===== src/rtl/gbl_pkg.sv =====
// Shared types and constants for the border-normalized 5x5 blur.
package gbl_pkg;
   localparam int MaxWidthDefault = 1024;
   localparam int RowSlots        = 6;
   localparam int MaxHeight       = 4096;
   localparam int RowW            = 13;
   localparam int CmdPixel        = 0;
   localparam int CmdDrain        = 1;
   localparam int CfgWidthIdx     = 0;
   localparam int CfgHeightIdx    = 1;

   // Job handed from the front to the back: one output pixel.
   typedef struct packed {
      logic [RowW-1:0] row;
      logic [13:0]     col;
      logic [13:0]     width;
      logic [RowW-1:0] height;
      logic            last;
   } job_type;

   typedef enum logic [2:0] {
      BK_IDLE,
      BK_FETCH,
      BK_DIV,
      BK_OUT
   } bk_state_type;

   function automatic logic [3:0] kern_weight(input logic [2:0] r, input logic [2:0] c);
      logic [2:0] rr;
      logic [2:0] cc;
      rr = (r > 3'd2) ? 3'd4 - r : r;
      cc = (c > 3'd2) ? 3'd4 - c : c;
      case ({rr[1:0], cc[1:0]})
         4'b0000: kern_weight = 4'd2;
         4'b0001: kern_weight = 4'd4;
         4'b0010: kern_weight = 4'd5;
         4'b0100: kern_weight = 4'd4;
         4'b0101: kern_weight = 4'd9;
         4'b0110: kern_weight = 4'd12;
         4'b1000: kern_weight = 4'd5;
         4'b1001: kern_weight = 4'd12;
         4'b1010: kern_weight = 4'd15;
         default: kern_weight = 4'd0;
      endcase
   endfunction
endpackage


===== src/rtl/gbl_front.sv =====
// Front end: counts raster position, writes pixels, issues output jobs.
module gbl_front import gbl_pkg::*; #(
   parameter int MaxWidth = MaxWidthDefault
) (
   input  logic                        clock,
   input  logic                        reset,
   input  logic                        in_valid,
   output logic                        in_ready,
   input  logic                        in_cmd,
   input  logic [13:0]                 eff_width,
   input  logic [RowW-1:0]             eff_height,
   output logic                        wr_en,
   output logic [$clog2(MaxWidth)-1:0] wr_col,
   output logic [2:0]                  wr_slot,
   output logic                        job_valid,
   input  logic                        job_ready,
   output job_type                     job
);
   logic [RowW-1:0] in_row_ff, in_row_in, out_row_ff, out_row_in;
   logic [13:0]     in_col_ff, in_col_in, out_col_ff, out_col_in;
   logic [2:0]      slot_ff, slot_in;
   logic [RowW-1:0] ir, orow;
   logic [13:0]     ic, oc;
   logic [2:0]      sl;
   logic            wrap, emit, fire;

   assign in_ready = job_ready;
   assign fire     = in_valid & in_ready;

   always_comb begin
      wrap = (in_row_ff >= eff_height) && (out_row_ff >= eff_height);
      ir   = wrap ? '0 : in_row_ff;
      ic   = wrap ? '0 : in_col_ff;
      orow = wrap ? '0 : out_row_ff;
      oc   = wrap ? '0 : out_col_ff;
      sl   = wrap ? '0 : slot_ff;
      wr_en  = 1'b0;
      emit   = 1'b0;
      in_row_in = ir; in_col_in = ic; out_row_in = orow; out_col_in = oc; slot_in = sl;
      if (in_cmd == 1'(CmdPixel)) begin
         if (ir < eff_height) begin
            wr_en = fire && (ic < 14'(MaxWidth));
            if (ic + 14'd1 >= eff_width) begin
               in_col_in = '0;
               in_row_in = ir + 1'b1;
               slot_in   = (sl == 3'(RowSlots - 1)) ? '0 : sl + 3'd1;
            end else begin
               in_col_in = ic + 14'd1;
            end
            emit = (orow < eff_height) && ({1'b0, orow} + 14'd3 <= {1'b0, ir});
         end
      end else begin
         emit = (ir >= eff_height) && (orow < eff_height);
      end
      if (emit) begin
         if (oc + 14'd1 >= eff_width) begin
            out_col_in = '0;
            out_row_in = orow + 1'b1;
         end else begin
            out_col_in = oc + 14'd1;
         end
      end
      job.row    = orow;
      job.col    = oc;
      job.width  = eff_width;
      job.height = eff_height;
      job.last   = (out_row_in >= eff_height);
      job_valid  = fire & emit;
   end

   assign wr_col  = ic[$clog2(MaxWidth)-1:0];
   assign wr_slot = sl;

   always_ff @(posedge clock) begin
      if (reset) begin
         in_row_ff <= '0; in_col_ff <= '0; out_row_ff <= '0; out_col_ff <= '0;
         slot_ff <= '0;
      end else if (fire) begin
         in_row_ff <= in_row_in; in_col_ff <= in_col_in;
         out_row_ff <= out_row_in; out_col_ff <= out_col_in;
         slot_ff <= slot_in;
      end
   end
endmodule


===== config.mk =====
export PLATFORM = sky130hd
export DESIGN_NAME = gbl_front
export DESIGN_NICKNAME = d
export VERILOG_FILES = /design/src/rtl/gbl_pkg.sv /design/src/rtl/gbl_front.sv
export SDC_FILE = /design/constraint.sdc
export NUM_CORES = 1
export LEC_CHECK = 0
export BUFFER_PORTS_ARGS = -buffer_cell sky130_fd_sc_hd__buf_2
export CORE_MARGIN = 8
export CORE_UTILIZATION = 40
export CTS_BUF_LIST = sky130_fd_sc_hd__clkbuf_8 sky130_fd_sc_hd__clkbuf_16
export DETAILED_ROUTE_END_ITERATION = 8
export HOLD_SLACK_MARGIN = 0.12
export SYNTH_ARGS = -nofsm -noshare
export SYNTH_HDL_FRONTEND = slang
export SYNTH_SLANG_ARGS = --single-unit

===== constraint.sdc =====
create_clock -name clock -period 8.9 [get_ports clock]
set_clock_uncertainty 0.15 [all_clocks]
set_input_delay 1.78 -clock clock [delete_from_list [all_inputs] [get_ports clock]]
set_output_delay 1.78 -clock clock [all_outputs]
set_load 0.02 [all_outputs]

==> flow_summary.ini <==
[layout]
diodes = 0
syn2layout_area_growth_pct = 32.2
fin_cells = 1412
drive_above_1_share = 0.302
fin_nets = 1321

[place]
place_inst = 1383
finalWeightedCongestion = 0.961
dp_hpwl_um = 20800
pre_cts_ws_ns = -0.518
portBuffers = 102

[setup_path]
startpoint = eff_height[11]
crit_top_cell = o21a_1
crit_required_ns = 6.97
worstSetupEndpointType = output pin
critPathCapture = job[0]
cp_max_fo = 8
r2r-start = out_row_ff[1]$_SDFFE_PP0P_
r2r_cells = 26
reg2reg_slack_ns = 2.75
crit_slowest_cell = or3_4
critPathArrivalTime_ns = 7.21
slowest_delay_ns = 0.37
worstSetupPathType = in -> out
start_kind = input port
worstReg2RegEnd = in_row_ff[8]$_SDFFE_PP0P_

[sta]
timing.final.crit_share = 1.03
fmax_mhz = 109
fin_tns_setup_ns = -0.244
worstMarginPinSlew_ns = 0.924
layout_setup_ws_ns = -0.244
rsz0062_at_grt = yes
maxSlewViolCount = 0
period_minus_slack_ns = 9.14
setup_viol = 1
hold_viol_final = 0
slew_headroom = 0.382

[clock_tree]
clockBufferDepth = 2
root_buffer = clkbuf_16
htree_num_levels = 3
path_clk_slew_ns = 0.05
tritoncts = built
clk_latency_ns = 0.34
cts.sinks = 57
cts-buffers-inserted = 9

[synthesis]
syn_avg_cell_area_um2 = 7.37
synth_cells = 979
synth-xor-area-share = 0.0607
synth_top_cell_area_share = 0.191
synth_edf_count = 0
ys_warn_count = 0
synth_top_area_cell = ha_1
yosysMostFrequentCell = ha_1
synth_mux_area_frac = 0.00590
synth_area_leaders = ha_1 19%, dfxtp_1 16%, nand2_1 4.6%, nor2_1 4.4%, o21ai_0 3.7%
synth-seq-cells = 57
ys_async_sr_fraction = 0
synth.distinct_cells = 73
synthAdderAreaFrac = 0.191
synth_top_family_by_area = simple AND/OR/NAND/NOR gates
synth_commonest_cells = 110 x ha_1, 88 x nand2_1, 84 x nor2_1
synth_compound_area_frac = 0.209
synth_fp_nets = 1121
synthSimpleGateAreaFrac = 0.280
synth_ff_type = dfxtp_1
netlist_area_um2 = 7210
ys_seq_area_frac = 0.158

[global_route]
grt-ovfl-total = 0
grt_pass1_vias = 7757
antenna_found_initial = 0
grt_pass1_wl_um = 41600
track_usage = 0.233
grt_max_degree = 50

[outcome]
status = finished with violations
violations = setup timing

[drt]
drtIter0Drc = 737
final_antenna_net_count = 0
post_drt_wl_per_cell_um = 18.7
viasPerCell = 5.75
vias = 8120
drt-total-wl_um = 26300
drc = 0
first_pass_iters = 5

[die]
die_height_um = 150
fp.dieArea_um2 = 22600
start_util = 0.404
ios = 103
die_width_um = 150
core_area_um2 = 17800
std_cell_rows = 49

[power]
ir_drop_mv = 0.0883
power.leakage_nw = 4.62
power_density_nw_per_um2 = 85.7

[min_path]
hold_class = reg -> reg

[run]
cap_viol_max_count = 0
-- cell families (layout without fill, tap and decap cells) --
| kind of cell | count (synthesis) | count (layout) |
|---|---|---|
| buf+inv | 145 | 349 |
| simple gates | 393 | 393 |
| flops | 57 | 57 |
| mux | 4 | 4 |
| xor+xnor | 50 | 50 |
| fa+ha+maj | 110 | 110 |
| compound gates | 220 | 220 |
-- placed cells by master, fill, tap and decap left out, drive strengths merged, types with 8 or more instances in the layout --
cell type,count
buf,267
ha,110
nand2,88
nor2,85
inv,68
o21ai,60
dfxtp,57
nand3,53
nand4,42
a21oi,35
and2,34
xnor2,29
xor2,21
nor3,20
o211ai,17
nor4,17
and3,13
a21o,12
a31oi,12
o31ai,12
clkbuf,12
a22oi,11
or3,10
nor2b,8
-- critical path: cells and delay by family --
kind | cells | cell delay [ns]
simple gates | 7 | 1.25
buf+inv | 4 | 0.50
compound gates | 14 | 2.38
fa+ha+maj | 4 | 0.95
xor+xnor | 2 | 0.36
-- what timing repair did --
action                                  in CTS  in global routing
hold buffers                                 0                  0
buffers inserted                            12                  2
resized for setup                           56                  7
pin swaps                                   43                 10
endpoints found under the setup margin       1                  1
-- worst min path at each step --
stage | start | endpoint | cells after the start
6_report | slot_ff[2]$_SDFFE_PP0P_ | slot_ff[2]$_SDFFE_PP0P_ | 2
5_1_grt | out_col_ff[5]$_SDFFE_PP0P_ | out_col_ff[5]$_SDFFE_PP0P_ | 2
4_1_cts | slot_ff[2]$_SDFFE_PP0P_ | slot_ff[2]$_SDFFE_PP0P_ | 2
3_5_place_dp | slot_ff[2]$_SDFFE_PP0P_ | slot_ff[2]$_SDFFE_PP0P_ | 2
3_3_place_gp | slot_ff[2]$_SDFFE_PP0P_ | slot_ff[2]$_SDFFE_PP0P_ | 2
2_1_floorplan | slot_ff[2]$_SDFFE_PP0P_ | slot_ff[2]$_SDFFE_PP0P_ | 2
-- routing by layer --
layer	global-route usage	part of all wire	up-vias
met5	0	0	-
met4	0.0820	0.027	0
met3	0.0412	0.062	46
met2	0.376	0.46	268
met1	0.306	0.45	3840
li1	-	-	3966
-- state kept, by name, indices dropped and copies added (netlist names) --
signal and flops:
out_row_ff 13, slot_ff 3, in_row_ff 13, in_col_ff 14, out_col_ff 14
-- final cells by class --
type,instances,area [µm²]
well taps,229,287
fillers,1752,8300
flip-flops and latches,57,1140
repair buffers,267,1820
clock inverters,3,16.3
multi-input cells,777,5750
inverters,67,262
clock buffers,12,267
-- where the power goes --
group          internal, mW  switching (mW)  total (mW)
sequential            0.260         0.00715       0.267
clock                 0.208           0.125       0.333
combinational        0.0886           0.129       0.218
total                 0.556           0.261       0.817
-- stage by stage --
| step | util | hold WS (ns) | area, µm² | total power, mW |
|---|---|---|---|---|
| 6_report | 0.535 | 0.353 | 9540 | 0.817 |
| 5_1_grt | 0.535 | 0.389 | 9540 | 0.857 |
| 4_1_cts | 0.531 | 0.353 | 9480 | 0.817 |
| 3_5_place_dp | 0.497 | 0.341 | 8860 | 0.471 |
| 3_3_place_gp | 0.497 | 0.339 | 8860 | 0.470 |
| 2_1_floorplan | - | 0.316 | 7370 | 0.396 |
Power figures use the tool's default switching activity.
