**src/rtl/gbl_pkg.sv**
```systemverilog
// Shared types and constants for the border-normalized 5x5 blur.
package gbl_pkg;
   localparam int MaxWidthDefault = 1024;
   localparam int RowSlots        = 6;
   localparam int MaxHeight       = 4096;
   localparam int RowW            = 13;
   localparam int CmdPixel        = 0;
   localparam int CmdDrain        = 1;
   localparam int CfgWidthIdx     = 0;
   localparam int CfgHeightIdx    = 1;

   // Job handed from the front to the back: one output pixel.
   typedef struct packed {
      logic [RowW-1:0] row;
      logic [13:0]     col;
      logic [13:0]     width;
      logic [RowW-1:0] height;
      logic            last;
   } job_type;

   typedef enum logic [2:0] {
      BK_IDLE,
      BK_FETCH,
      BK_DIV,
      BK_OUT
   } bk_state_type;

   function automatic logic [3:0] kern_weight(input logic [2:0] r, input logic [2:0] c);
      logic [2:0] rr;
      logic [2:0] cc;
      rr = (r > 3'd2) ? 3'd4 - r : r;
      cc = (c > 3'd2) ? 3'd4 - c : c;
      case ({rr[1:0], cc[1:0]})
         4'b0000: kern_weight = 4'd2;
         4'b0001: kern_weight = 4'd4;
         4'b0010: kern_weight = 4'd5;
         4'b0100: kern_weight = 4'd4;
         4'b0101: kern_weight = 4'd9;
         4'b0110: kern_weight = 4'd12;
         4'b1000: kern_weight = 4'd5;
         4'b1001: kern_weight = 4'd12;
         4'b1010: kern_weight = 4'd15;
         default: kern_weight = 4'd0;
      endcase
   endfunction
endpackage

```
**src/rtl/gbl_back.sv**
```systemverilog
// Back end: fetches the 5x5 window, accumulates, divides, presents the word.
module gbl_back import gbl_pkg::*; #(
   parameter int MaxWidth = MaxWidthDefault
) (
   input  logic                        clock,
   input  logic                        reset,
   input  logic                        job_valid,
   input  job_type                     job,
   output logic                        job_pop,
   output logic [2:0]                  rd_slot,
   output logic [$clog2(MaxWidth)-1:0] rd_col,
   output logic                        rd_lock,
   input  logic [7:0]                  rd_data,
   output logic                        out_valid,
   input  logic                        out_ready,
   output logic [7:0]                  out_value,
   output logic                        out_last
);
   bk_state_type st_ff, st_in;
   job_type   job_ff;
   logic [4:0]  tap_ff, tap_in;       // window index being addressed
   logic        pend_ff;              // read data of previous tap valid
   logic [2:0]  ptr_ff, pc_ff;        // row/col of previous tap
   logic        pin_ff;               // previous tap in image
   logic [15:0] acc_ff;
   logic [7:0]  wsum_ff;
   logic [15:0] rem_ff;
   logic [8:0]  quo_ff;
   logic [3:0]  dstep_ff;
   logic [7:0]  val_ff;
   logic        last_ff;
   logic [2:0]  tr, tc;
   logic [8:0]  tap_mul;
   logic signed [RowW+1:0] rr;
   logic signed [15:0]     cc;
   logic        tin;
   logic [RowW-1:0]  rmod, rq, rrem;
   logic [RowW+13:0] rprod;
   logic [2:0]  slot_calc;
   logic [16:0] trial;
   logic [3:0]  wt;

   // Split the tap index into window row and column: tap * 13 / 64 is tap / 5 here.
   assign tap_mul = 9'(tap_ff) * 9'd13;
   assign tr      = tap_mul[8:6];
   assign tc      = 3'(tap_ff - 5'(tr) * 5'd5);

   // Row slot = (row + dr) mod 6 by reciprocal multiplication.
   always_comb begin
      rr  = $signed({2'b00, job_ff.row}) + $signed({{(RowW-1){1'b0}}, tr})
            - $signed((RowW+2)'(2));
      cc  = $signed({2'b00, job_ff.col}) + $signed({13'd0, tc}) - 16'sd2;
      tin = (rr >= 0) && (rr < $signed({2'b00, job_ff.height}))
            && (cc >= 0) && (cc < $signed({2'b00, job_ff.width}))
            && (cc < 16'(MaxWidth));
      rmod  = rr[RowW-1:0];
      rprod = (RowW+14)'(rmod) * (RowW+14)'(14'd10923);
      rq    = RowW'(rprod >> 16);
      rrem  = rmod - rq * RowW'(6);
      slot_calc = rrem[2:0];
      wt = kern_weight(ptr_ff, pc_ff);
      trial = {1'b0, rem_ff} - ({9'd0, wsum_ff} << dstep_ff);
   end

   assign rd_slot = slot_calc;
   assign rd_col  = cc[$clog2(MaxWidth)-1:0];
   assign rd_lock = (st_ff == BK_FETCH);

   always_comb begin
      st_in = st_ff;
      case (st_ff)
         BK_IDLE:  if (job_valid) st_in = BK_FETCH;
         BK_FETCH: if (tap_ff == 5'd25) st_in = BK_DIV;
         BK_DIV:   if (dstep_ff == 4'd0) st_in = BK_OUT;
         BK_OUT:   if (out_ready) st_in = BK_IDLE;
         default:  st_in = BK_IDLE;
      endcase
   end

   always_comb begin
      job_pop   = (st_ff == BK_IDLE) && job_valid;
      out_valid = (st_ff == BK_OUT);
      out_value = val_ff;
      out_last  = last_ff;
      tap_in    = (tap_ff == 5'd25) ? tap_ff : tap_ff + 5'd1;
   end

   always_ff @(posedge clock) begin
      if (reset) begin
         st_ff <= BK_IDLE;
      end else begin
         st_ff <= st_in;
      end
      case (st_ff)
         BK_IDLE: begin
            job_ff <= job; tap_ff <= '0; pend_ff <= 1'b0;
            acc_ff <= '0; wsum_ff <= '0; dstep_ff <= 4'd8;
         end
         BK_FETCH: begin
            tap_ff  <= tap_in;
            pend_ff <= (tap_ff != 5'd25);
            ptr_ff <= tr; pc_ff <= tc; pin_ff <= tin;
            if (pend_ff && pin_ff) begin
               acc_ff  <= acc_ff + 16'(wt) * 16'(rd_data);
               wsum_ff <= wsum_ff + 8'(wt);
            end
            if (tap_ff == 5'd25) begin
               rem_ff <= (pend_ff && pin_ff) ? acc_ff + 16'(wt) * 16'(rd_data) : acc_ff;
               quo_ff <= '0;
            end
         end
         BK_DIV: begin
            // Restoring division, one quotient bit a cycle.
            if (!trial[16]) begin
               rem_ff <= trial[15:0];
               quo_ff <= quo_ff | (9'd1 << dstep_ff);
            end
            if (dstep_ff != 4'd0) dstep_ff <= dstep_ff - 4'd1;
            else begin
               val_ff  <= trial[16] ? quo_ff[7:0] : (quo_ff[7:0] | 8'd1);
               last_ff <= job_ff.last;
            end
         end
         default: ;
      endcase
   end
endmodule

```
**config.mk**
```make
export PLATFORM = sky130hd
export DESIGN_NAME = gbl_back
export DESIGN_NICKNAME = d
export VERILOG_FILES = /design/src/rtl/gbl_pkg.sv /design/src/rtl/gbl_back.sv
export SDC_FILE = /design/constraint.sdc
export NUM_CORES = 1
export LEC_CHECK = 0
export BUFFER_PORTS_ARGS = -buffer_cell sky130_fd_sc_hd__buf_4
export CAP_MARGIN = 30
export CORE_UTILIZATION = 62
export CTS_BUF_LIST = sky130_fd_sc_hd__clkbuf_16
export CTS_CLUSTER_SIZE = 10
export DETAILED_ROUTE_END_ITERATION = 10
export PLACE_DENSITY = 0.82
export SETUP_SLACK_MARGIN = 0.05
export SLEW_MARGIN = 20
export SYNTH_ARGS = -nofsm -noshare
export SYNTH_HDL_FRONTEND = slang
export SYNTH_SLANG_ARGS = --single-unit
```
**constraint.sdc**
```tcl
create_clock -name clock -period 13.9 [get_ports clock]
set_input_delay 2.78 -clock clock [delete_from_list [all_inputs] [get_ports clock]]
set_output_delay 2.78 -clock clock [all_outputs]
set_load 0.05 [all_outputs]
```
==> results.sh <==
export IMPL_timing_critical_path_slowest_cell_delay_ps=530
export IMPL_setup_worst_path_class="reg -> out"
export IMPL_synthArstFlopShare=0
export IMPL_period_minus_slack_ps=12470
export IMPL_fraction_of_layout_instances_using_a_drive_strength_above_1=0.117
export IMPL_antenna_found_initial=0
export IMPL_slew_limit_headroom=0.399
export IMPL_unrepaired_setup_endpoints_after_global_routing="false"
export IMPL_post_synth_instance_area_um2=12000
export IMPL_ant_nets=0
export IMPL_mostFrequentLayoutCell="sky130_fd_sc_hd__inv_1"
export IMPL_layout_nets=1598
export IMPL_vias=8771
export IMPL_worstHoldPathType="reg -> reg"
export IMPL_dieArea_um2=19900
export IMPL_post_cts_setup_buffer_count=0
export IMPL_fp_dieH_um=141
export IMPL_areaGrowthSynthToFinish_pct=13.4
export IMPL_cp_arrival_ps=9690
export IMPL_report_final_slew_viol_count=0
export IMPL_met3WireLength_mm=1.54
export IMPL_diodes=0
export IMPL_routedLengthMet1_mm=11.0
export IMPL_max_clock_path_buffers=2
export IMPL_wirelength_routed_mm=24.8
export IMPL_share_of_the_clock_period_used_by_the_worst_path=0.897
export IMPL_num_rows=50
export IMPL_clock_tree_htree_level_count=4
export IMPL_dr_first_iter_drc_count=545
export IMPL_critical_path_top_delay_family="adder cells"
export IMPL_met2RoutedLength_mm=11.8
export IMPL_wl_per_cell_um=15.9
export IMPL_synthesis_nets=1501
export IMPL_synth_ff_type="sky130_fd_sc_hd__edfxtp_1"
export IMPL_grt_overflow_total=0
export IMPL_clk_pin_slew_worst_paths_ps=60
export IMPL_ios=92
export IMPL_post_cts_resized_instances=0
export IMPL_port_buffers=91
export IMPL_timing_critical_path_buf_inv=9
export IMPL_tritoncts_clock_tree="yes"
export IMPL_worstMarginPinSlew_ps=902
export IMPL_grt_start_max_net_pins=60
export IMPL_synth_sequential_area_ratio=0.327
export IMPL_drc=0
export IMPL_synth_cell_type_count=75
export IMPL_routed_via_density=5.61
export IMPL_floorplan_initialDensity=0.636
export IMPL_crit_path_start_kind="flop"
export IMPL_post_layout_instance_count_excluding_filler_cells=1564
export IMPL_core_area_um2=18800
export IMPL_synth_area_per_cell_um2=10.0
export IMPL_placed_area_um2=13000
export IMPL_setup_total_negative_slack_ps=0
export IMPL_dp_cells=1532
export IMPL_gp_routability_congestion=0.889
export IMPL_fin_worst_hold_slack_ps=457
export IMPL_clkLatencyLatePin_ps=440
export IMPL_clock_fmax_ghz=0.0802
export IMPL_top_signal_layer_used="met4"
export IMPL_crit_required_ps=11120
export IMPL_synth_edf_count=129
export IMPL_synth_seq_cells=131
export IMPL_cts_hold_buffers=0
export IMPL_clock_sink_count=131
export IMPL_cap_violations=0
export IMPL_grtUsageTotal=0.264
export IMPL_result_of_the_run="complete, no violations"
export IMPL_timing_final_hold_violations=0
export IMPL_cp_slowest_cell="sky130_fd_sc_hd__fa_1"
export IMPL_finalClockSkew_ps=7.90
export IMPL_worstPathMaxFanout=6
export IMPL_ys_warnings_count=0
export IMPL_worstSetupEndpointType="output port"
export IMPL_place_detailed_hpwl_mm=19.4
export IMPL_layout_common_cells="219 x sky130_fd_sc_hd__inv_1, 176 x sky130_fd_sc_hd__ha_1, 129 x sky130_fd_sc_hd__edfxtp_1, 95 x sky130_fd_sc_hd__buf_4, 69 x sky130_fd_sc_hd__nand2_1"
export IMPL_first_global_vias=8702
export IMPL_dieWidth_um=141
export IMPL_setup_violation_total_in_the_final_timing_report=0
export IMPL_netlist_instances=1194
export IMPL_wire_length_of_the_first_global_routing_pass_mm=41.0
export IMPL_finalInstanceArea_um2=13600
export IMPL_cts_root_buf="sky130_fd_sc_hd__clkbuf_16"
export IMPL_first_pass_iters=6
export IMPL_clock_buffer_count_from_cts=17
## logic make-up after synthesis
kind of cell,count (synthesis),share of synthesized area
and+or+nand+nor,284,0.123
adders and majority gates,240,0.290
buffers and inverters,238,0.0747
AOI/OAI and AO/OA,210,0.114
DFF,131,0.327
xor gates and xnor gates,67,0.0496
muxes,24,0.0214
## metrics by stage
step | setup slack, ps | utilization
after CTS | 1350 | 0.721
after global routing | 799 | 0.721
after floorplan | 2160 | -
after detailed placement | 1820 | 0.688
after global placement | 2160 | 0.688
final | 1430 | 0.721
## flip-flops by register name (all words and copies together) (netlist names), 4 cells and up
| signal | cells |
|---|---|
| job_ff | 55 |
| acc_ff | 16 |
| rem_ff | 16 |
| out_value | 8 |
| quo_ff | 8 |
| wsum_ff | 8 |
| tap_ff | 5 |
| dstep_ff | 4 |
## routing by layer
metal	vias up	track usage
met4	0	0.0927
li1	4287	-
met3	43	0.0479
met1	4165	0.354
met5	-	0
met2	276	0.433
## synth_stat cells (all sizes together), types with 16 or more instances
| master | count | area, um^2 |
|---|---|---|
| a21oi | 69 | 349 |
| o21ai | 38 | 190 |
| xor2 | 21 | 184 |
| edfxtp | 129 | 3870 |
| a21o | 23 | 173 |
| mux2i | 20 | 200 |
| nor2 | 64 | 243 |
| nand3 | 19 | 95.1 |
| nor2b | 31 | 201 |
| inv | 220 | 826 |
| xnor2 | 46 | 410 |
| and2 | 29 | 181 |
| fa | 63 | 1260 |
| nand2 | 69 | 259 |
| nand2b | 16 | 100 |
| ha | 177 | 2210 |
## final cells by class
class	instances	area, um^2
Timing Repair Buffer	95	713
Multi-Input combinational cell	825	7170
Clock buffer	17	425
Fill cell	1306	5260
Inverter	221	830
Tap cell	260	325
Sequential cell	131	3910
Clock inverter	15	194
## final timing paths
kind	start	end	cells past startpoint	slack [ps]
hold / removal	quo_ff[1]	out_value[1]	0	460
hold reg to reg	quo_ff[1]	out_value[1]	0	460
setup / recovery	tap_ff[2]	rd_slot[2]	42	1430
setup reg to reg	tap_ff[2]	pin_ff	29	6490
## worst register-to-register path, delay by kind of cell, from the launching register on
| family | cells | cell delay, ps |
|---|---|---|
| AO/OA/AOI/OAI | 11 | 2340 |
| XOR/XNOR | 6 | 1300 |
| adder cells (fa/ha/maj) | 8 | 2630 |
| buffers and inverters | 2 | 130 |
| flip-flops | 1 | 500 |
| AND/OR/NAND/NOR | 2 | 310 |
Power is not shown: default switching activity piles up to over one toggle a cycle in this logic, so the estimate is an artifact.
