<file path="src/rtl/gbl_pkg.sv">
// Shared types and constants for the border-normalized 5x5 blur.
package gbl_pkg;
   localparam int MaxWidthDefault = 1024;
   localparam int RowSlots        = 6;
   localparam int MaxHeight       = 4096;
   localparam int RowW            = 13;
   localparam int CmdPixel        = 0;
   localparam int CmdDrain        = 1;
   localparam int CfgWidthIdx     = 0;
   localparam int CfgHeightIdx    = 1;

   // Job handed from the front to the back: one output pixel.
   typedef struct packed {
      logic [RowW-1:0] row;
      logic [13:0]     col;
      logic [13:0]     width;
      logic [RowW-1:0] height;
      logic            last;
   } job_type;

   typedef enum logic [2:0] {
      BK_IDLE,
      BK_FETCH,
      BK_DIV,
      BK_OUT
   } bk_state_type;

   function automatic logic [3:0] kern_weight(input logic [2:0] r, input logic [2:0] c);
      logic [2:0] rr;
      logic [2:0] cc;
      rr = (r > 3'd2) ? 3'd4 - r : r;
      cc = (c > 3'd2) ? 3'd4 - c : c;
      case ({rr[1:0], cc[1:0]})
         4'b0000: kern_weight = 4'd2;
         4'b0001: kern_weight = 4'd4;
         4'b0010: kern_weight = 4'd5;
         4'b0100: kern_weight = 4'd4;
         4'b0101: kern_weight = 4'd9;
         4'b0110: kern_weight = 4'd12;
         4'b1000: kern_weight = 4'd5;
         4'b1001: kern_weight = 4'd12;
         4'b1010: kern_weight = 4'd15;
         default: kern_weight = 4'd0;
      endcase
   endfunction
endpackage

</file>
<file path="src/rtl/gbl_queue.sv">
// Two-entry job queue between front and back.
module gbl_queue import gbl_pkg::*; (
   input  logic    clock,
   input  logic    reset,
   input  logic    push,
   input  job_type push_job,
   output logic    has_room,
   input  logic    pop,
   output logic    not_empty,
   output job_type head
);
   job_type    mem_ff [2];
   logic       rd_ff, wr_ff;
   logic [1:0] cnt_ff;

   assign has_room  = (cnt_ff != 2'd2);
   assign not_empty = (cnt_ff != 2'd0);
   assign head      = mem_ff[rd_ff];

   always_ff @(posedge clock) begin
      if (push) begin
         mem_ff[wr_ff] <= push_job;
      end
      if (reset) begin
         rd_ff <= 1'b0; wr_ff <= 1'b0; cnt_ff <= '0;
      end else begin
         if (push) wr_ff <= ~wr_ff;
         if (pop)  rd_ff <= ~rd_ff;
         cnt_ff <= cnt_ff + {1'b0, push} - {1'b0, pop};
      end
   end
endmodule

</file>
<file path="config.mk">
export PLATFORM = sky130hd
export DESIGN_NAME = gbl_queue
export DESIGN_NICKNAME = d
export VERILOG_FILES = /design/src/rtl/gbl_pkg.sv /design/src/rtl/gbl_queue.sv
export SDC_FILE = /design/constraint.sdc
export NUM_CORES = 1
export LEC_CHECK = 0
export BUFFER_PORTS_ARGS = -buffer_cell sky130_fd_sc_hd__clkbuf_2
export CAP_MARGIN = 0
export CELL_PAD_IN_SITES_DETAIL_PLACEMENT = 0
export CELL_PAD_IN_SITES_GLOBAL_PLACEMENT = 1
export CORE_ASPECT_RATIO = 1.25
export CORE_MARGIN = 2
export CORE_UTILIZATION = 44
export CTS_BUF_LIST = sky130_fd_sc_hd__clkbuf_8 sky130_fd_sc_hd__clkbuf_16
export CTS_CLUSTER_SIZE = 30
export DETAILED_ROUTE_END_ITERATION = 8
export GPL_TIMING_DRIVEN = 0
export HOLD_SLACK_MARGIN = 0.06
export PLACE_DENSITY = 0.81
export SETUP_SLACK_MARGIN = 0.3
export SLEW_MARGIN = 20
export SYNTH_ARGS = -nofsm -noshare
export SYNTH_HDL_FRONTEND = slang
export SYNTH_SLANG_ARGS = --single-unit
</file>
<file path="constraint.sdc">
create_clock -name clock -period 9.1 [get_ports clock]
set_input_delay 0 -clock clock [delete_from_list [all_inputs] [get_ports clock]]
set_output_delay 0 -clock clock [all_outputs]
set_load 0.005 [all_outputs]
</file>
==> summary.txt, run 1 <==
Finish
  • Antenna fix cells: 0
  • # fillers: 716
  • Layout net count: 449
  • Area Overhead vs Synth: 45.1%
  • Multi-input combinational cell area: 926 um2
  • Most frequent cells in the layout: clkbuf_2, edfxtp_1, dlygate4sd3_1
  • Core Util, Final: 64.7%
  • Share of layout cells above drive strength 1: 52.4%
  • Register area: 3400 um2
  • Most common cell after layout, fill and taps aside: clkbuf_2

Critical path
  • WP data arrival: 1530 ps
  • R2r worst-path depth: 2
  • Crit path capture type: output port
  • Startpoint Class: register
  • WS Path Type: reg2out
  • Largest fanout on the critical path: 10
  • Required time of the critical path: 9100 ps

GRT
  • Largest net degree at the start of global routing: 31
  • Grt ovf: 0
  • GRT Overall Usage: 14.9%
  • Antenna violations before repair: 0
  • First-pass GRT wire length: 11.8 mm
  • Vias in the first global route: 2413

Synthesis
  • Compound-Gate Fraction of Synth Area: 0%
  • Yosys top cell area share: 74.4%
  • Seq cells post-synth: 115
  • YS warnings: 0
  • Net Count, Synth: 253
  • Mux cell area share after synthesis: 18.2%
  • Yosys cell types: 15
  • Yosys top cell by area: edfxtp_1
  • Syn_area_per_cell: 23.1 um2
  • Sequential area share after synthesis: 76.7%
  • XOR/XNOR share of the synthesized area: 0.902%
  • Leading post-synthesis cells by cell area: edfxtp_1, mux2_4, buf_12, dfxtp_1, mux2_2
  • Netlist Area Pre-Place: 4440 um2
  • Main combinational cell family by area after synthesis: multiplexers
  • Synth Area in Adders: 0.564%
  • Area fraction in and, or, nand and nor cells after synthesis: 0.987%
  • Mapped Cells: 192

Clock tree
  • Max Buffers Root-to-Sink: 2
  • Clock Pin Slew Worst Setup and Hold Paths: 50 ps
  • CTS tree: done
  • Hold_buf cts: 59
  • Clock latency on the worst-skew pair: 400 ps
  • Post-cts sizing count: 0
  • Clock root buffer: clkbuf_16
  • Num CTS Buffers: 17
  • Post-CTS setup buffers: 0
  • H-tree levels: 4
  • Clk sink count: 115

Timing
  • Setup_tns: 0 ps
  • Final setup fails: 0
  • Fin. max-slew vios: 0
  • Final Hold Vio Count: 0
  • Period minus WS final: 1530 ps
  • Least-Margin Pin Slew: 534 ps
  • RSZ-0062 raised after global routing: false
  • Slew headroom: 64.3%
  • Crit share post-route: 16.8%
  • WHS: 328 ps
  • FMAX: 654 MHz
  • Fin Clk Skew: 10.1 ps

Die
  • Core Area: 9950 um2
  • Die Y: 116 um
  • Row count: 41
  • DIE AREA: 10900 um2
  • # IOs: 116
  • Die Span X: 93.8 um
  • Initial cell density of the core: 44.6%

Routing
  • Remaining antenna violation count: 0
  • Vias/cell: 4.58
  • DR pass1 iterations: 4
  • Iteration-0 DRC count of the detailed router: 64
  • # DRC: 0
  • Vias post-DR: 2429
  • Total wire length: 7.70 mm
  • Post-DR wirelength/cell: 14.5 um

Worst hold path
  • HP Class: in2reg
  • Hold Crit Depth: 2

Power and ir drop
  • Power, Total: 1460 uW
  • Static leakage: 0.00264 uW
  • Power Density: 227 nW/um2
  • Worst VDD drop: 0.000158 V

Flow run
  • Max-Cap Viols: 0

Placement
  • PortBufs: 115
  • GP Congestion: 0.639
  • Final HPWL DP: 4.72 mm

Status
  • Run status: complete, no violations
flip-flops by register name (all words and copies together), names as in the netlist, named ones only:
register / count
wr_ff: 1
mem_ff: 110
rd_ff: 1
cnt_ff: 2
critical path, cell delays in order (launching register included):
cell,delay (ps)
dfxtp_1,320
buf_6,200
buf_12,170
mux2_4,310
clkbuf_2,120
per-stage QoR:
stage / setup slack, ps / cell area (um2) / instances
after floorplan: 5850 / 4440 / 192
after global placement: 4510 / 5170 / 436
after detailed placement: 7650 / 5250 / 439
after CTS: 7530 / 6440 / 530
after global routing: 7480 / 6440 / 530
final: 7570 / 6440 / 530
layer usage:
metal	global-route usage, %	up-vias	routed length (um)
met4	8.21	0	161
met1	15.9	1189	2930
met5	0	-	0
met3	5.48	12	387
met2	25.6	77	4220
li1	-	1151	-
final timing paths:
kind	from	end	slack, ps
setup / recovery	register	head[48]	7570
hold / removal	push_job[45]	mem_ff[1][45]$_DFFE_PP_	330
setup reg to reg	wr_ff$_SDFFE_PP0P_	mem_ff[1][25]$_DFFE_PP_	7670
hold reg to reg	rd_ff$_SDFFE_PP0P_	register	530
Yosys cell counts:
cell / instances
buf_6: 1
mux2_4: 50
or2_2: 1
nor2_1: 4
nand2_1: 1
edfxtp_1: 110
inv_1: 2
buf_12: 5
xnor3_1: 1
ha_1: 2
xnor2_1: 2
nor2b_1: 2
dfxtp_1: 5
mux2_2: 5
and2_1: 1
power breakdown:
part | switching [uW] | internal [uW]
clock | 211 | 450
sequential | 9.34 | 619
combinational | 68.5 | 107
layout make-up:
cell class / instances / share of cell area, %
Multi-Input combinational cell: 69 / 14.4
Tap cell: 129 / 2.51
Sequential cell: 115 / 52.8
Clock buffer: 17 / 6.60
Buffer: 6 / 1.73
Timing Repair Buffer: 177 / 19.2
Inverter: 2 / 0.117
Clock inverter: 15 / 2.68
logic make-up (layout without fill, tap and decap cells):
kind of cell / after synthesis / after routing
buffers and inverters: 8 / 217
flip-flops: 115 / 115
AND/OR/NAND/NOR: 9 / 9
XOR/XNOR: 3 / 3
multiplexers: 55 / 55
adder cells (fa/ha/maj): 2 / 2
Note: power is estimated with default switching activity, not from simulation.
==> run 2, diff against run 1 <==
--- a/config.mk
+++ b/config.mk
@@ -11,13 +11,13 @@
 export CELL_PAD_IN_SITES_GLOBAL_PLACEMENT = 1
 export CORE_ASPECT_RATIO = 1.25
 export CORE_MARGIN = 2
-export CORE_UTILIZATION = 44
+export CORE_UTILIZATION = 40
 export CTS_BUF_LIST = sky130_fd_sc_hd__clkbuf_8 sky130_fd_sc_hd__clkbuf_16
 export CTS_CLUSTER_SIZE = 30
 export DETAILED_ROUTE_END_ITERATION = 8
 export GPL_TIMING_DRIVEN = 0
 export HOLD_SLACK_MARGIN = 0.06
-export PLACE_DENSITY = 0.81
+export PLACE_DENSITY = 0.78
 export SETUP_SLACK_MARGIN = 0.3
 export SLEW_MARGIN = 20
 export SYNTH_ARGS = -nofsm -noshare
==> constraint.sdc (replaced) <==
create_clock -name clock -period 1.3 [get_ports clock]
set_input_delay 0 -clock clock [delete_from_list [all_inputs] [get_ports clock]]
set_output_delay 0 -clock clock [all_outputs]
set_load 0.005 [all_outputs]
==> summary.txt, run 2 (synthesis gave the netlist of run 1 again) <==
Routing
  • Total wire length: 9.14 mm
  • Vias/cell: 4.58
  • Vias post-DR: 2579
  • DR pass1 iterations: 4
  • Remaining antenna violation count: 0
  • # DRC: 0
  • Iteration-0 DRC count of the detailed router: 78
  • Post-DR wirelength/cell: 16.2 um

Critical path
  • R2r worst-path depth: 4
  • Required time of the critical path: 1300 ps
  • Largest fanout on the critical path: 10
  • FF-to-FF Start: wr_ff$_SDFFE_PP0P_
  • Reg2reg end: mem_ff[0][53]$_DFFE_PP_
  • WS Path Type: reg2out
  • WP data arrival: 1470 ps
  • Crit path capture type: output port
  • Startpoint Class: register
  • R2R Setup Slk: 90 ps

Finish
  • Final Non-Filler Cells: 563
  • Most flops, register: mem_ff
  • Most common cell after layout, fill and taps aside: clkbuf_2
  • Most frequent cells in the layout: clkbuf_2, edfxtp_1, dlygate4sd3_1
  • Area Overhead vs Synth: 55.5%
  • Core Util, Final: 62.9%
  • Antenna fix cells: 0
  • Largest registers: mem_ff x110, cnt_ff x2
  • Post-route cell area: 6900 um2
  • Max reg flops: 110
  • Share of layout cells above drive strength 1: 57.7%
  • Layout net count: 479

Timing
  • Least-Margin Pin Slew: 355 ps
  • FMAX: 680 MHz
  • Final setup fails: 55
  • Crit share post-route: 113%
  • Slew headroom: 76.3%
  • Fin. max-slew vios: 0
  • Final Hold Vio Count: 0
  • RSZ-0062 raised after global routing: true
  • Final worst slack: -170 ps
  • Setup_tns: -7890 ps
  • Period minus WS final: 1470 ps
  • Fin Clk Skew: 6.27 ps

Die
  • Initial cell density of the core: 40.4%
  • Die Span X: 98.2 um
  • DIE AREA: 12000 um2
  • Core Area: 11000 um2
  • # IOs: 116
  • Die Y: 122 um
  • Row count: 43

Clock tree
  • Clock latency on the worst-skew pair: 390 ps
  • Clk sink count: 115
  • Num CTS Buffers: 17
  • H-tree levels: 4
  • Clock root buffer: clkbuf_16
  • CTS tree: done
  • Clock Pin Slew Worst Setup and Hold Paths: 50 ps
  • Max Buffers Root-to-Sink: 2

GRT
  • Vias in the first global route: 2703
  • Largest net degree at the start of global routing: 17
  • First-pass GRT wire length: 13.8 mm
  • Antenna violations before repair: 0
  • Grt ovf: 0
  • GRT Overall Usage: 15.8%

Power and ir drop
  • Worst VDD drop: 0.000997 V
  • Power Density: 1470 nW/um2
  • Static leakage: 0.00285 uW
  • Power, Total: 10100 uW

Worst hold path
  • Hold_sp: pop
  • Hold Crit Depth: 4
  • HP Class: in2reg
  • Hold EP: cnt_ff[1]$_SDFF_PP0_

Placement
  • PortBufs: 115
  • Final HPWL DP: 4.84 mm
  • GP Congestion: 0.653
  • Placed insts: 444
  • DP Area: 5240 um2

Flow run
  • Max-Cap Viols: 0

Status
  • Failing checks: negative setup slack
  • Run status: finished, violations left
## run 2: cell count changes in the layout (fill, tap and decap cells not counted), moves of 3 or more
cell / change
clkinv_2: -3
buf_4: +3
dfxtp_2: +3
clkinv_1: +3
buf_6: +10
buf_16: +6
dfxtp_1: -4
buf_12: +4
and2_4: +7
## run 2: worst max-delay path, stage by stage, from the launching register on
cell,delay (ps)
dfxtp_2,330
buf_12,150
buf_12,160
mux2_4,300
clkbuf_2,130
## run 2: cell type report
type	count	area (um2)
well taps	135	169
repair buffers	200	1640
flip-flops and latches	115	3410
clock buffers	17	425
fillers	809	4070
inverters	2	7.51
multi-input cells	76	1030
clock inverters	12	101
plain buffers	6	120
## run 2: through the flow
step	hold slack [ps]	setup slack, ps
final	143	-170
after global routing	144	-227
after CTS	105	-200
after detailed placement	193	-142
after global placement	189	-734
after floorplan	65.0	-268
## run 2: routing by layer
metal	track usage, %	routed length (um)	vias to the layer above
met4	6.76	144	0
met5	0	0	-
met3	4.02	354	12
li1	-	-	1221
met1	17.2	3510	1272
met2	29.0	5130	74
## run 2: how the worst max path moves through the flow
stage / start / endpoint / slack, ps / cells past startpoint
final: register / head[33] / -170 / 4
after global routing: register / head[25] / -230 / 4
after CTS: register / head[33] / -200 / 4
after detailed placement: wr_ff$_SDFFE_PP0P_ / mem_ff[1][11]$_DFFE_PP_ / -140 / 1
after global placement: wr_ff$_SDFFE_PP0P_ / mem_ff[0][11]$_DFFE_PP_ / -730 / 1
after floorplan: wr_ff$_SDFFE_PP0P_ / mem_ff[0][0]$_DFFE_PP_ / -270 / 1
## run 2: what timing repair did
action	in CTS	in global routing
gates cloned	13	1
gates resized for setup	38	6
pin swaps	3	5
buffers inserted	15	4
hold buffers	57	0
endpoints found under the hold margin	115	0
endpoints found under the setup margin	168	169
## run 2: power by group
| part | internal, uW | switching [uW] |
|---|---|---|
| combinational | 1030 | 590 |
| clock | 2710 | 1400 |
| sequential | 4340 | 68.1 |
